[src/hw/rtl/mfes_pkg.sv]
`timescale 1ns / 1ps
// ----------------------------------------------------------------------------
// mfes_pkg
// Shared types and encodings for the function end scanner.
// ----------------------------------------------------------------------------
package mfes_pkg;

    typedef enum logic [1:0] {
        VERDICT_FOUND   = 2'd0,
        VERDICT_UNKNOWN = 2'd1,
        VERDICT_NORET   = 2'd2,
        VERDICT_EMPTY   = 2'd3
    } verdict_t;

    typedef struct packed {
        logic        first;
        logic [31:0] word;
        logic [31:0] start_addr;
        logic [31:0] limit_addr;
    } in_item_t;

    typedef struct packed {
        verdict_t    verdict;
        logic [31:0] end_addr;
    } out_item_t;

    // Decoded view of one instruction word
    typedef struct packed {
        logic        known;
        logic        is_load;
        logic        is_branch;
        logic        is_jr;
        logic [4:0]  rs;
        logic [4:0]  dst;
        logic [31:0] target;
    } dec_t;

    localparam logic [5:0] OP_FUNCT   = 6'h00;
    localparam logic [5:0] OP_BCOND   = 6'h01;
    localparam logic [5:0] OP_J       = 6'h02;
    localparam logic [5:0] OP_JAL     = 6'h03;
    localparam logic [5:0] OP_BGTZ    = 6'h07;
    localparam logic [5:0] OP_ADDI    = 6'h08;
    localparam logic [5:0] OP_LUI     = 6'h0F;
    localparam logic [5:0] OP_COP0    = 6'h10;
    localparam logic [5:0] OP_COP2    = 6'h12;
    localparam logic [5:0] OP_LB      = 6'h20;
    localparam logic [5:0] OP_LWR     = 6'h26;
    localparam logic [5:0] OP_SB      = 6'h28;
    localparam logic [5:0] OP_SW      = 6'h2B;
    localparam logic [5:0] OP_SWR     = 6'h2E;
    localparam logic [5:0] OP_LWC2    = 6'h32;
    localparam logic [5:0] OP_SWC2    = 6'h3A;

    localparam logic [5:0] FN_JR      = 6'h08;
    localparam logic [5:0] FN_JALR    = 6'h09;
    localparam logic [5:0] FN_MTHI    = 6'h11;
    localparam logic [5:0] FN_MTLO    = 6'h13;
    localparam logic [5:0] FN_MULT    = 6'h18;
    localparam logic [5:0] FN_MULTU   = 6'h19;
    localparam logic [5:0] FN_DIV     = 6'h1A;
    localparam logic [5:0] FN_DIVU    = 6'h1B;

    localparam logic [4:0] REG_ZERO   = 5'd0;
    localparam logic [4:0] REG_LINK   = 5'd31;

endpackage

[src/hw/rtl/mfes_decode.sv]
`timescale 1ns / 1ps
// ----------------------------------------------------------------------------
// mfes_decode
// Instruction classifier: known encoding, load, branch target, jr and the
// tracked destination register of one word.
// ----------------------------------------------------------------------------
module mfes_decode (
    input  logic [31:0]        word,
    input  logic [31:0]        addr,
    output mfes_pkg::dec_t     dec
);

    logic [5:0]  op;
    logic [4:0]  rs;
    logic [4:0]  rt;
    logic [4:0]  rd;
    logic [5:0]  fn;
    logic [31:0] pc4;

    assign op  = word[31:26];
    assign rs  = word[25:21];
    assign rt  = word[20:16];
    assign rd  = word[15:11];
    assign fn  = word[5:0];
    assign pc4 = addr + 32'd4;

    always_comb
    begin
        case (op)
            mfes_pkg::OP_FUNCT:
                dec.known = fn inside {6'h00, 6'h02, 6'h03, 6'h04, 6'h06, 6'h07,
                                       6'h08, 6'h09, 6'h0C, 6'h0D, 6'h10, 6'h11,
                                       6'h12, 6'h13, 6'h18, 6'h19, 6'h1A, 6'h1B,
                                       6'h20, 6'h21, 6'h22, 6'h23, 6'h24, 6'h25,
                                       6'h26, 6'h27, 6'h2A, 6'h2B};
            mfes_pkg::OP_BCOND:
                dec.known = rt inside {5'h00, 5'h01, 5'h10, 5'h11};
            mfes_pkg::OP_COP0:
                dec.known = rs inside {5'd0, 5'd4, 5'd16};
            mfes_pkg::OP_COP2:
                dec.known = word[25] || (rs inside {5'd0, 5'd2, 5'd4, 5'd6, 5'd8});
            default:
                dec.known = (op inside {[mfes_pkg::OP_J:mfes_pkg::OP_LUI],
                                        [mfes_pkg::OP_LB:mfes_pkg::OP_LWR],
                                        [mfes_pkg::OP_SB:mfes_pkg::OP_SW],
                                        mfes_pkg::OP_SWR, mfes_pkg::OP_LWC2,
                                        mfes_pkg::OP_SWC2});
        endcase

        dec.is_load   = op inside {[mfes_pkg::OP_LB:mfes_pkg::OP_LWR]};
        dec.is_branch = (op == mfes_pkg::OP_BCOND)
                     || (op inside {[mfes_pkg::OP_J:mfes_pkg::OP_BGTZ]});
        dec.is_jr     = (op == mfes_pkg::OP_FUNCT) && (fn == mfes_pkg::FN_JR);
        dec.rs        = rs;

        // jumps keep the top nibble of pc+4, branches are pc-relative
        if (op == mfes_pkg::OP_J || op == mfes_pkg::OP_JAL)
        begin
            dec.target = {pc4[31:28], word[25:0], 2'b00};
        end
        else
        begin
            dec.target = pc4 + {{14{word[15]}}, word[15:0], 2'b00};
        end

        if (op == mfes_pkg::OP_FUNCT)
        begin
            if (fn inside {mfes_pkg::FN_JR, mfes_pkg::FN_JALR, mfes_pkg::FN_MTHI,
                           mfes_pkg::FN_MTLO, mfes_pkg::FN_MULT, mfes_pkg::FN_MULTU,
                           mfes_pkg::FN_DIV, mfes_pkg::FN_DIVU})
            begin
                dec.dst = mfes_pkg::REG_ZERO;
            end
            else
            begin
                dec.dst = rd;
            end
        end
        else if (dec.is_load || (op inside {[mfes_pkg::OP_ADDI:mfes_pkg::OP_LUI]}))
        begin
            dec.dst = rt;
        end
        else
        begin
            dec.dst = mfes_pkg::REG_ZERO;
        end
    end

endmodule

[src/hw/rtl/mfes_core.sv]
`timescale 1ns / 1ps
// ----------------------------------------------------------------------------
// mfes_core
// Scan state and per-word step: target tracking, register flags, end test.
// ----------------------------------------------------------------------------
module mfes_core (
    input  logic                 clk,
    input  logic                 rst_n,
    input  logic                 step,
    input  mfes_pkg::in_item_t   item,
    output logic                 res_valid,
    output mfes_pkg::out_item_t  res
);

    logic        busy_reg,  busy_next;
    logic        await_reg, await_next;
    logic [31:0] cs_reg,    cs_next;
    logic [31:0] lim_reg,   lim_next;
    logic [31:0] cur_reg,   cur_next;
    logic [31:0] ft_reg,    ft_next;
    logic [31:0] pend_reg,  pend_next;
    logic [31:0] wr_reg,    wr_next;
    logic [31:0] ld_reg,    ld_next;

    logic [31:0] eff_cs, eff_lim, eff_cur, eff_ft, eff_pend, eff_wr, eff_ld;
    logic        eff_await;
    logic        empty;
    logic        jr_ends;
    logic [32:0] lim33, cur4, cur8, end33;
    logic [31:0] dst_bit;
    mfes_pkg::dec_t dec;

    // a new candidate overrides everything left from the previous one
    assign eff_cs    = item.first ? item.start_addr : cs_reg;
    assign eff_lim   = item.first ? item.limit_addr : lim_reg;
    assign eff_cur   = item.first ? item.start_addr : cur_reg;
    assign eff_ft    = item.first ? item.start_addr : ft_reg;
    assign eff_pend  = item.first ? 32'd0 : pend_reg;
    assign eff_wr    = item.first ? 32'd0 : wr_reg;
    assign eff_ld    = item.first ? 32'd0 : ld_reg;
    assign eff_await = item.first ? 1'b0 : await_reg;

    assign lim33 = {1'b0, eff_lim};
    assign cur4  = {1'b0, eff_cur} + 33'd4;
    assign cur8  = {1'b0, eff_cur} + 33'd8;
    assign end33 = (cur8 > lim33) ? lim33 : cur8;
    assign empty = ({1'b0, item.start_addr} + 33'd4) > {1'b0, item.limit_addr};

    mfes_decode u_decode (
        .word (item.word),
        .addr (eff_cur),
        .dec  (dec)
    );

    assign jr_ends = dec.is_jr
                  && ((dec.rs == mfes_pkg::REG_LINK) || !eff_wr[dec.rs] || !eff_ld[dec.rs]);
    assign dst_bit = 32'd1 << dec.dst;

    always_comb
    begin
        busy_next  = busy_reg;
        await_next = await_reg;
        cs_next    = cs_reg;
        lim_next   = lim_reg;
        cur_next   = cur_reg;
        ft_next    = ft_reg;
        pend_next  = pend_reg;
        wr_next    = wr_reg;
        ld_next    = ld_reg;
        res_valid  = 1'b0;
        res        = '{verdict: mfes_pkg::VERDICT_FOUND, end_addr: 32'd0};

        if (step && (item.first || busy_reg))
        begin
            busy_next  = 1'b1;
            await_next = eff_await;
            cs_next    = eff_cs;
            lim_next   = eff_lim;
            cur_next   = eff_cur;
            ft_next    = eff_ft;
            pend_next  = eff_pend;
            wr_next    = eff_wr;
            ld_next    = eff_ld;

            if (item.first && empty)
            begin
                res_valid   = 1'b1;
                res.verdict = mfes_pkg::VERDICT_EMPTY;
            end
            else if (eff_await)
            begin
                // delay slot: only the encoding is checked
                res_valid = 1'b1;
                if (dec.known)
                begin
                    res.end_addr = eff_pend;
                end
                else
                begin
                    res.verdict = mfes_pkg::VERDICT_UNKNOWN;
                end
            end
            else if (!dec.known)
            begin
                res_valid   = 1'b1;
                res.verdict = mfes_pkg::VERDICT_UNKNOWN;
            end
            else
            begin
                if (dec.is_branch && (dec.target > eff_ft) && (dec.target > eff_cs)
                    && (dec.target < eff_lim))
                begin
                    ft_next = dec.target;
                end

                if (jr_ends && (eff_cur >= eff_ft))
                begin
                    if (cur4 < end33)
                    begin
                        pend_next  = end33[31:0];
                        cur_next   = cur4[31:0];
                        await_next = 1'b1;
                    end
                    else
                    begin
                        res_valid    = 1'b1;
                        res.end_addr = end33[31:0];
                    end
                end
                else
                begin
                    if (dec.dst != mfes_pkg::REG_ZERO)
                    begin
                        wr_next = eff_wr | dst_bit;
                        ld_next = dec.is_load ? (eff_ld | dst_bit) : (eff_ld & ~dst_bit);
                    end
                    if (cur8 > lim33)
                    begin
                        res_valid   = 1'b1;
                        res.verdict = mfes_pkg::VERDICT_NORET;
                    end
                    else
                    begin
                        cur_next = cur4[31:0];
                    end
                end
            end

            // any result closes the candidate
            if (res_valid)
            begin
                busy_next  = 1'b0;
                await_next = 1'b0;
            end
        end
    end

    always_ff @(posedge clk or negedge rst_n)
    begin
        if (!rst_n)
        begin
            busy_reg  <= 1'b0;
            await_reg <= 1'b0;
            cs_reg    <= 32'd0;
            lim_reg   <= 32'd0;
            cur_reg   <= 32'd0;
            ft_reg    <= 32'd0;
            pend_reg  <= 32'd0;
            wr_reg    <= 32'd0;
            ld_reg    <= 32'd0;
        end
        else
        begin
            busy_reg  <= busy_next;
            await_reg <= await_next;
            cs_reg    <= cs_next;
            lim_reg   <= lim_next;
            cur_reg   <= cur_next;
            ft_reg    <= ft_next;
            pend_reg  <= pend_next;
            wr_reg    <= wr_next;
            ld_reg    <= ld_next;
        end
    end

    a_await_busy: assert property (@(posedge clk) disable iff (!rst_n)
        await_reg |-> busy_reg)
        else $error("delay word awaited while idle");

    a_idle_silent: assert property (@(posedge clk) disable iff (!rst_n)
        (step && !item.first && !busy_reg) |-> !res_valid)
        else $error("result from an item taken while idle");

    a_cur_in_range: assert property (@(posedge clk) disable iff (!rst_n)
        busy_reg |-> (cur_reg >= cs_reg))
        else $error("scan address below candidate start");

    a_found_end_only: assert property (@(posedge clk) disable iff (!rst_n)
        (res_valid && (res.verdict != mfes_pkg::VERDICT_FOUND)) |-> (res.end_addr == 32'd0))
        else $error("end address on a failed candidate");

endmodule

[src/hw/rtl/mips_function_end_scanner.sv]
`timescale 1ns / 1ps
// ----------------------------------------------------------------------------
// mips_function_end_scanner
// Walks instruction words of a candidate function and reports where its
// body ends, or why it was rejected.
// ----------------------------------------------------------------------------
//   channel | direction | payload                          | handshake
//   in      | into      | first, word, start_addr, limit   | in_valid / in_stall
//   out     | out of    | verdict, end_addr                | out_valid / out_stall
//
// One word per cycle unless out_stall holds the output: an item is held in the
// input register, is stepped through the decode and scan logic, and its
// result (if any) lands in the output register, whose valid is out_valid.
// Reset clears the scan state and both pipeline valids; no clearing pass.
// in_stall rises only while the input register holds an item and the output
// register is full and stalled.
// ----------------------------------------------------------------------------
module mips_function_end_scanner (
    input  logic                 clk,
    input  logic                 rst_n,
    input  logic                 in_valid,
    output logic                 in_stall,
    input  mfes_pkg::in_item_t   in_item,
    output logic                 out_valid,
    input  logic                 out_stall,
    output mfes_pkg::out_item_t  out_item
);

    logic                 in_vld_reg, in_vld_next;
    mfes_pkg::in_item_t   in_data_reg;
    logic                 out_vld_reg, out_vld_next;
    mfes_pkg::out_item_t  out_data_reg;
    logic                 adv;
    logic                 take;
    logic                 res_valid;
    mfes_pkg::out_item_t  res;

    // step the held item whenever the result slot can take its outcome
    assign adv      = in_vld_reg && (!out_vld_reg || !out_stall);
    assign in_stall = in_vld_reg && !adv;
    assign take     = in_valid && !in_stall;

    assign out_valid = out_vld_reg;
    assign out_item  = out_data_reg;

    mfes_core u_core (
        .clk       (clk),
        .rst_n     (rst_n),
        .step      (adv),
        .item      (in_data_reg),
        .res_valid (res_valid),
        .res       (res)
    );

    always_comb
    begin
        in_vld_next = in_vld_reg;
        if (take)
        begin
            in_vld_next = 1'b1;
        end
        else if (adv)
        begin
            in_vld_next = 1'b0;
        end

        out_vld_next = out_vld_reg;
        if (adv && res_valid)
        begin
            out_vld_next = 1'b1;
        end
        else if (out_vld_reg && !out_stall)
        begin
            out_vld_next = 1'b0;
        end
    end

    always_ff @(posedge clk or negedge rst_n)
    begin
        if (!rst_n)
        begin
            in_vld_reg  <= 1'b0;
            out_vld_reg <= 1'b0;
        end
        else
        begin
            in_vld_reg  <= in_vld_next;
            out_vld_reg <= out_vld_next;
        end
    end

    always_ff @(posedge clk)
    begin
        if (take)
        begin
            in_data_reg <= in_item;
        end
        if (adv && res_valid)
        begin
            out_data_reg <= res;
        end
    end

    a_stall_cause: assert property (@(posedge clk) disable iff (!rst_n)
        in_stall |-> (in_vld_reg && out_vld_reg && out_stall))
        else $error("input stalled without output backpressure");

    a_result_lands: assert property (@(posedge clk) disable iff (!rst_n)
        (adv && res_valid) |=> out_vld_reg)
        else $error("scan result lost");

endmodule

[config.mk]
export PLATFORM = sky130hd
export DESIGN_NAME = mips_function_end_scanner
export DESIGN_NICKNAME = d
export VERILOG_FILES = /design/src/hw/rtl/mfes_pkg.sv /design/src/hw/rtl/mfes_decode.sv /design/src/hw/rtl/mfes_core.sv /design/src/hw/rtl/mips_function_end_scanner.sv
export SDC_FILE = /design/constraint.sdc
export NUM_CORES = 1
export LEC_CHECK = 0
export ABC_AREA = 1
export BUFFER_PORTS_ARGS = -buffer_cell sky130_fd_sc_hd__buf_4
export CAP_MARGIN = 20
export CORE_UTILIZATION = 30
export CTS_BUF_LIST = sky130_fd_sc_hd__clkbuf_8
export DETAILED_ROUTE_END_ITERATION = 10
export SYNTH_ARGS = -nofsm -noshare
export SYNTH_HDL_FRONTEND = slang
export SYNTH_SLANG_ARGS = --single-unit
[constraint.sdc]
create_clock -name clk -period 11.8 [get_ports clk]
set_input_delay 1.18 -clock clk [delete_from_list [all_inputs] [get_ports clk]]
set_output_delay 1.18 -clock clk [all_outputs]
set_load 0.005 [all_outputs]
# == Yosys cells after proc, flatten, opt, wreduce, memory -nomap -nowiden ==
# Cells that the tools add are included.
# word_totals
reg_bits,359
out_inout_bits,36
wordCells,207
inputBits,101
# classes
add_sub_neg,5
n_eq_ne,44
n_reduce_logical,46
mux,73
shift,1
n_bitwise,5
order_cmp,16
# ops
cell,n
$mux 32,38
$eq 6x6->1 const B,13
$add 32x3->33 const B,2
$gt 33x32->1,2
$gt 32x32->1,2
$or 32x32->32,2
$eq 6x5->1 const B,10
$mux 34,1
$add 32x4->33 const B,1
$lt 33x33->1,1
$mux 33,1
$add 32x3->32 const B,1
$add 32x32->32,1
$and 32x32->32,1
$ge 32x32->1,1
$lt 32x32->1,1
$not 32->32,1
$shl 1x5->32 const A,1
$reduce_bool 28->1,1
$eq 6x2->1 const B,4
$eq 6x4->1 const B,4
$mux 1,23
$eq 5x5->1 const B,4
$eq 6x3->1 const B,3
other kinds (29),71

# == Depth between registers and ports, before layout ==
# logic_depth
word_depth,16
ltp_mapped,48

# == Cells and area by module ==
# Synthesis repeated with hierarchy kept, for this count alone.
# hier_totals
hier_cells,3992
area_unflattened_um2,28643.7
# by_module_without_submodules
module,instances,area_per_inst_um2,cells_each,seq_area_each_um2
mfes_core,1,21050.2,3141,5655.4
mips_function_end_scanner,1,4035.1,146,3983.8
mfes_decode,1,3558.4,705,0.0

# == Worst setup path after synthesis ==
# OpenSTA, ideal clock, no wires.
# synth_path
kind,register to register
from,reg in_data_reg[96] in the netlist's numbering
to,"reg out_data_reg, in the netlist out_item[0] (enable)"
required_time_ps,11411
slack_ps,5617
arrival_ps,5794
path_stages_with_launch,45
synth_period_minus_slack_ps,6183
cell_sequence,edfxtp_1 -> buf_6 -> inv_4 -> buf_8 -> nand2_1 -> nand2_2 -> ha_1 -> nand3_1 -> nor2_1 -> inv_1 -> nor2_2 -> nand2_1 -> nor2_1 -> nand3_1 -> nor2_1 -> xor2_1 -> inv_1 -> ha_1 -> (+9 left out) -> inv_2 -> buf_4 -> nand2_1 -> o21a_1 -> inv_1 -> ha_1 -> nand4_1 -> inv_1 -> nand2_1 -> nor2_1 -> nand4_1 -> nor4b_1 -> nand2_2 -> nand2_4 -> nand2_2 -> nand3_1 -> nand2_1 -> inv_1
# synth_via
elab_chain_cells,15
elab_cells_between_ends,34
classes_between,add/sub (2); order compare (3); mux (19); reduce/logical (10)
# synth_lines
item,line,rtl
"start, declared",mips_function_end_scanner.sv:30,mfes_pkg::in_item_t in_data_reg;
"start signal, assigned",mips_function_end_scanner.sv:96,in_data_reg <= in_item;
"parallel branches: the longest is 13 deep, another holds $add 32x4->33",--,
$mux 1 *,mfes_core.sv:73,if (step && (item.first || busy_reg))
$logic_and 1x1->1 *,mips_function_end_scanner.sv:98,if (adv && res_valid)
"end signal, assigned",mips_function_end_scanner.sv:100,out_data_reg <= res;
"end, declared",mips_function_end_scanner.sv:32,mfes_pkg::out_item_t out_data_reg;
# Mark *: on every way between the ends. The select of a mux whose other input is x is not followed.
# A chain may end at the register's enable or synchronous reset.

# == Worst setup path in the final report ==
# layout_path
from,reg in_data_reg[96] in the netlist's numbering
to,reg u_core.ft_reg[25]
# layout_via
elab_chain_cells,12
elab_cells_between_ends,21
classes_between,add/sub (2); order compare (3); mux (10); reduce/logical (6)
# layout_lines
item,line,rtl
$mux 32,mfes_core.sv:36,assign eff_cur = item.first ? item.start_addr : cur_reg;
$add 32x3->32,mfes_decode.sv:25,assign pc4 = addr + 32'd4;
$add 32x32->32,mfes_decode.sv:63,"dec.target = pc4 + {{14{word[15]}}, word[15:0], 2'b00};"
$mux 32,mfes_decode.sv:57,if (op == mfes_pkg::OP_J || op == mfes_pkg::OP_JAL)
$gt 32x32->1,mfes_core.sv:110,if (dec.is_branch && (dec.target > eff_ft) && (dec.target > eff_cs)
$logic_and 1x1->1 (2 in a row),mfes_core.sv:110,
$logic_and 1x1->1,mfes_core.sv:111,&& (dec.target < eff_lim))
$mux 32,mfes_core.sv:110,
$mux 32,mfes_core.sv:103,else if (!dec.known)
$mux 32,mfes_core.sv:90,else if (eff_await)
$mux 32,mfes_core.sv:85,if (item.first && empty)
"end signal, assigned",mfes_core.sv:179,ft_reg <= ft_next;
"end, declared",mfes_core.sv:20,"logic [31:0] ft_reg, ft_next;"
# Parallel ways exist; a longest one is shown, timed or not.

==> flow_summary.toml <==
[global_route]
grt_max_degree = 145
antenna_found_initial = 3
grt_pass1_vias = 25600
grt_use_total_pct = 22.2
grt_pass1_wl_um = 160000
grt_util_met3_pct = 4.40
grt_overflow = 0
use_met1_pct = 29.4
grt_util_met2_pct = 34.1
grt-busiest-layer = "met2"

[clock_tree]
htree_levels = 3
ctsRootBufferMaster = "clkbuf_8"
path_clk_slew_ps = 60
post-cts-setup-buffer-count = 0
worstSkewPairLatency_ps = 740
cts_tree = "done"
cts-hold-fix-buffers = 0
cts_resized = 0
numCtsBuffers = 67
cts_buffer_depth = 3
cts_num_sinks = 359

[die]
dieArea_mm2 = 0.0949
core.rowCount = 111
die_h_um = 308
die_x_um = 308
core-area_mm2 = 0.0922
ios = 137
start_util_pct = 30.5

[logic_synthesis]
synth_compound_area_share_pct = 17.0
ys_types = 62
avgSynthCellArea_um2 = 7.20
ys_async_sr_fraction_pct = 63.5
synth_top_family_by_area = "simple AND/OR/NAND/NOR gates"
syn-instance-count = 3907
ys.flop_type = "dfrtp_1"
synthTopCellsByCount = "nand2_1 (1066), inv_1 (406), o21ai_0 (350)"
synth_top_area_share_pct = 20.3
syn_area_mm2 = 0.0281
syn_nets = 4264
synth_seq_cells = 359
yosysWarnings = 0
yosys.area_share.xor_xnor_pct = 2.74
yosysSeqAreaShare_pct = 34.3
synth_largest_area_cell = "dfrtp_1"
synth.most_common_cell = "nand2_1"
synthSimpleGateAreaFrac_pct = 26.0
synth_edf_count = 131
synth-adder-area-share_pct = 11.4
ys_top_cells_by_area = "dfrtp_1 (20%), nand2_1 (14%), edfxtp_1 (14%)"
synthMuxAreaShare_pct = 0

[outcome]
run_status = "finished clean"

[power]
max-vdd-ir-drop_mv = 0.0864
power.leakage_nw = 15.2
p_per_area_mw_per_mm2 = 206

[worst_setup_path]
path_common_cell = "inv_1"
r2r_setup_slack_ps = 2420
ff2ff_path_depth = 32
reg2reg_to = "u_core.ft_reg[25]$_DFFE_PN0P_"
r2r_start = "in_data_reg[96]$_DFFE_PP_"
cp-end-kind = "flip-flop"
required_ps = 12330
cp_slowest_cell = "xor2_1"
startpoint_type = "flip-flop"
slowest_delay_ps = 840
path_class = "flip-flop to flip-flop"
critPathMaxFanout = 79
worstPathArrival_ps = 9910

[layout]
area_growth_pct = 13.1
final_nets = 4372
n_fill_cell = 9932
largest_reg_flops = 97
register_area_mm2 = 0.00964
multi_input_area_mm2 = 0.0161
fin_util_pct = 34.5
drive_gt1_share_pct = 9.78

[routing]
wirelength_um = 106000
drtAntennaViolNets = 0
firstDrtPassIters = 6
viasPerCell = 5.17
drtIter0Drc = 2802
num_vias = 27500
drcViolationCount = 0
avgRoutedWirePerCell_um = 19.9

[place]
gp_congestion = 0.992
port_buffers = 136
hpwl_um = 79400

[sta]
slew_headroom_pct = 18.0
hold_viol = 0
timing.final.crit_share_pct = 79.5
setup-violations-final = 0
clock_skew_ps = 69.8
fin_tns_setup_ps = 0
rsz0062_at_grt = "no"
worst_pin_slew_ps = 1230
fmax_mhz = 107
period_minus_slack_ps = 9380
drv_slew = 0

[job]
maxCapViolCount = 0

[worst_hold_path]
min_path_type = "input pin to asynchronous set/reset pin"
-- cell type report --
type / count / area share [%]
tap: 1243 / 4.89
clock inverter: 45 / 1.05
inverter: 419 / 4.99
clock buffer: 77 / 3.33
sequential: 359 / 30.3
multi-input combinational: 2967 / 50.6
timing repair buffer: 201 / 4.81
antenna: 3 / 0.0236
-- placed cells by master (no fill, tap or decap), drive strengths merged, types with 7 or more instances in the layout --
master	instances
a21boi	11
a21oi	349
a31oi	20
buf	201
clkbuf	77
clkinv	17
dfrtp	228
edfxtp	131
ha	255
inv	442
nand2	1112
nand3	196
nand4	57
nor2	281
nor3	45
nor4	21
o211ai	17
o21a	13
o21ai	419
o22ai	30
or2	7
xnor2	11
xor2	77
-- per-layer routing --
layer,share of wire (%),wire [um],up-vias
li1,-,-,13300
met3,8.0,8450,209
met1,43,45100,12800
met4,5.3,5650,0
met2,44,46600,1098
met5,0,0,-
-- report_power, final --
group	total (mW)	switching, mW	internal (mW)	leakage, nW
Sequential	1.77	0.173	1.60	4.23
Combinational	3.48	2.38	1.10	10.1
Clock	1.29	0.601	0.693	0.797
Total	6.55	3.16	3.40	15.2
-- worst max-delay path by stage --
stage	startpoint	end	depth (start not counted)
3_5_place_dp	in_data_reg[96]$_DFFE_PP_	u_core.cur_reg[22]$_DFFE_PN0P_	42
2_1_floorplan	in_data_reg[96]$_DFFE_PP_	out_item[0]$_SDFFCE_PP0P_	44
3_3_place_gp	in_data_reg[96]$_DFFE_PP_	u_core.ft_reg[25]$_DFFE_PN0P_	32
4_1_cts	in_data_reg[96]$_DFFE_PP_	u_core.cur_reg[22]$_DFFE_PN0P_	42
5_1_grt	in_data_reg[96]$_DFFE_PP_	u_core.pend_reg[18]$_DFFE_PN0P_	43
6_report	in_data_reg[96]$_DFFE_PP_	u_core.ft_reg[25]$_DFFE_PN0P_	32
-- stage by stage --
stage | power [mW] | cells | hold WS (ps) | area, um2 | setup slack [ps]
final | 6.55 | 5314 | 435 | 31800 | 2420
after global routing | 7.09 | 5313 | 491 | 31800 | 1740
after CTS | 6.53 | 5310 | 483 | 31800 | 2620
after detailed placement | 5.20 | 5188 | 468 | 30400 | 2630
after global placement | 5.16 | 5188 | 462 | 30400 | 2660
after floorplan | 4.04 | 3907 | 448 | 28100 | 5620
-- critical path: cells and delay by family (launching register included) --
kind / cells / cell delay [ps]
buf+inv: 8 / 2030
compound gates: 7 / 1880
xor+xnor: 2 / 1030
flops: 1 / 600
simple gates: 12 / 2630
fa+ha+maj: 3 / 950
-- cell families (layout without fill, tap and decap cells) --
kind of cell | after synthesis | in the layout
adders and majority gates | 256 | 256
xor gates and xnor gates | 88 | 88
buffers and inverters | 581 | 742
and+or+nand+nor | 1728 | 1728
DFF | 359 | 359
AOI/OAI and AO/OA | 894 | 894
other | 1 | 4
(Power assumes the default switching activity.)
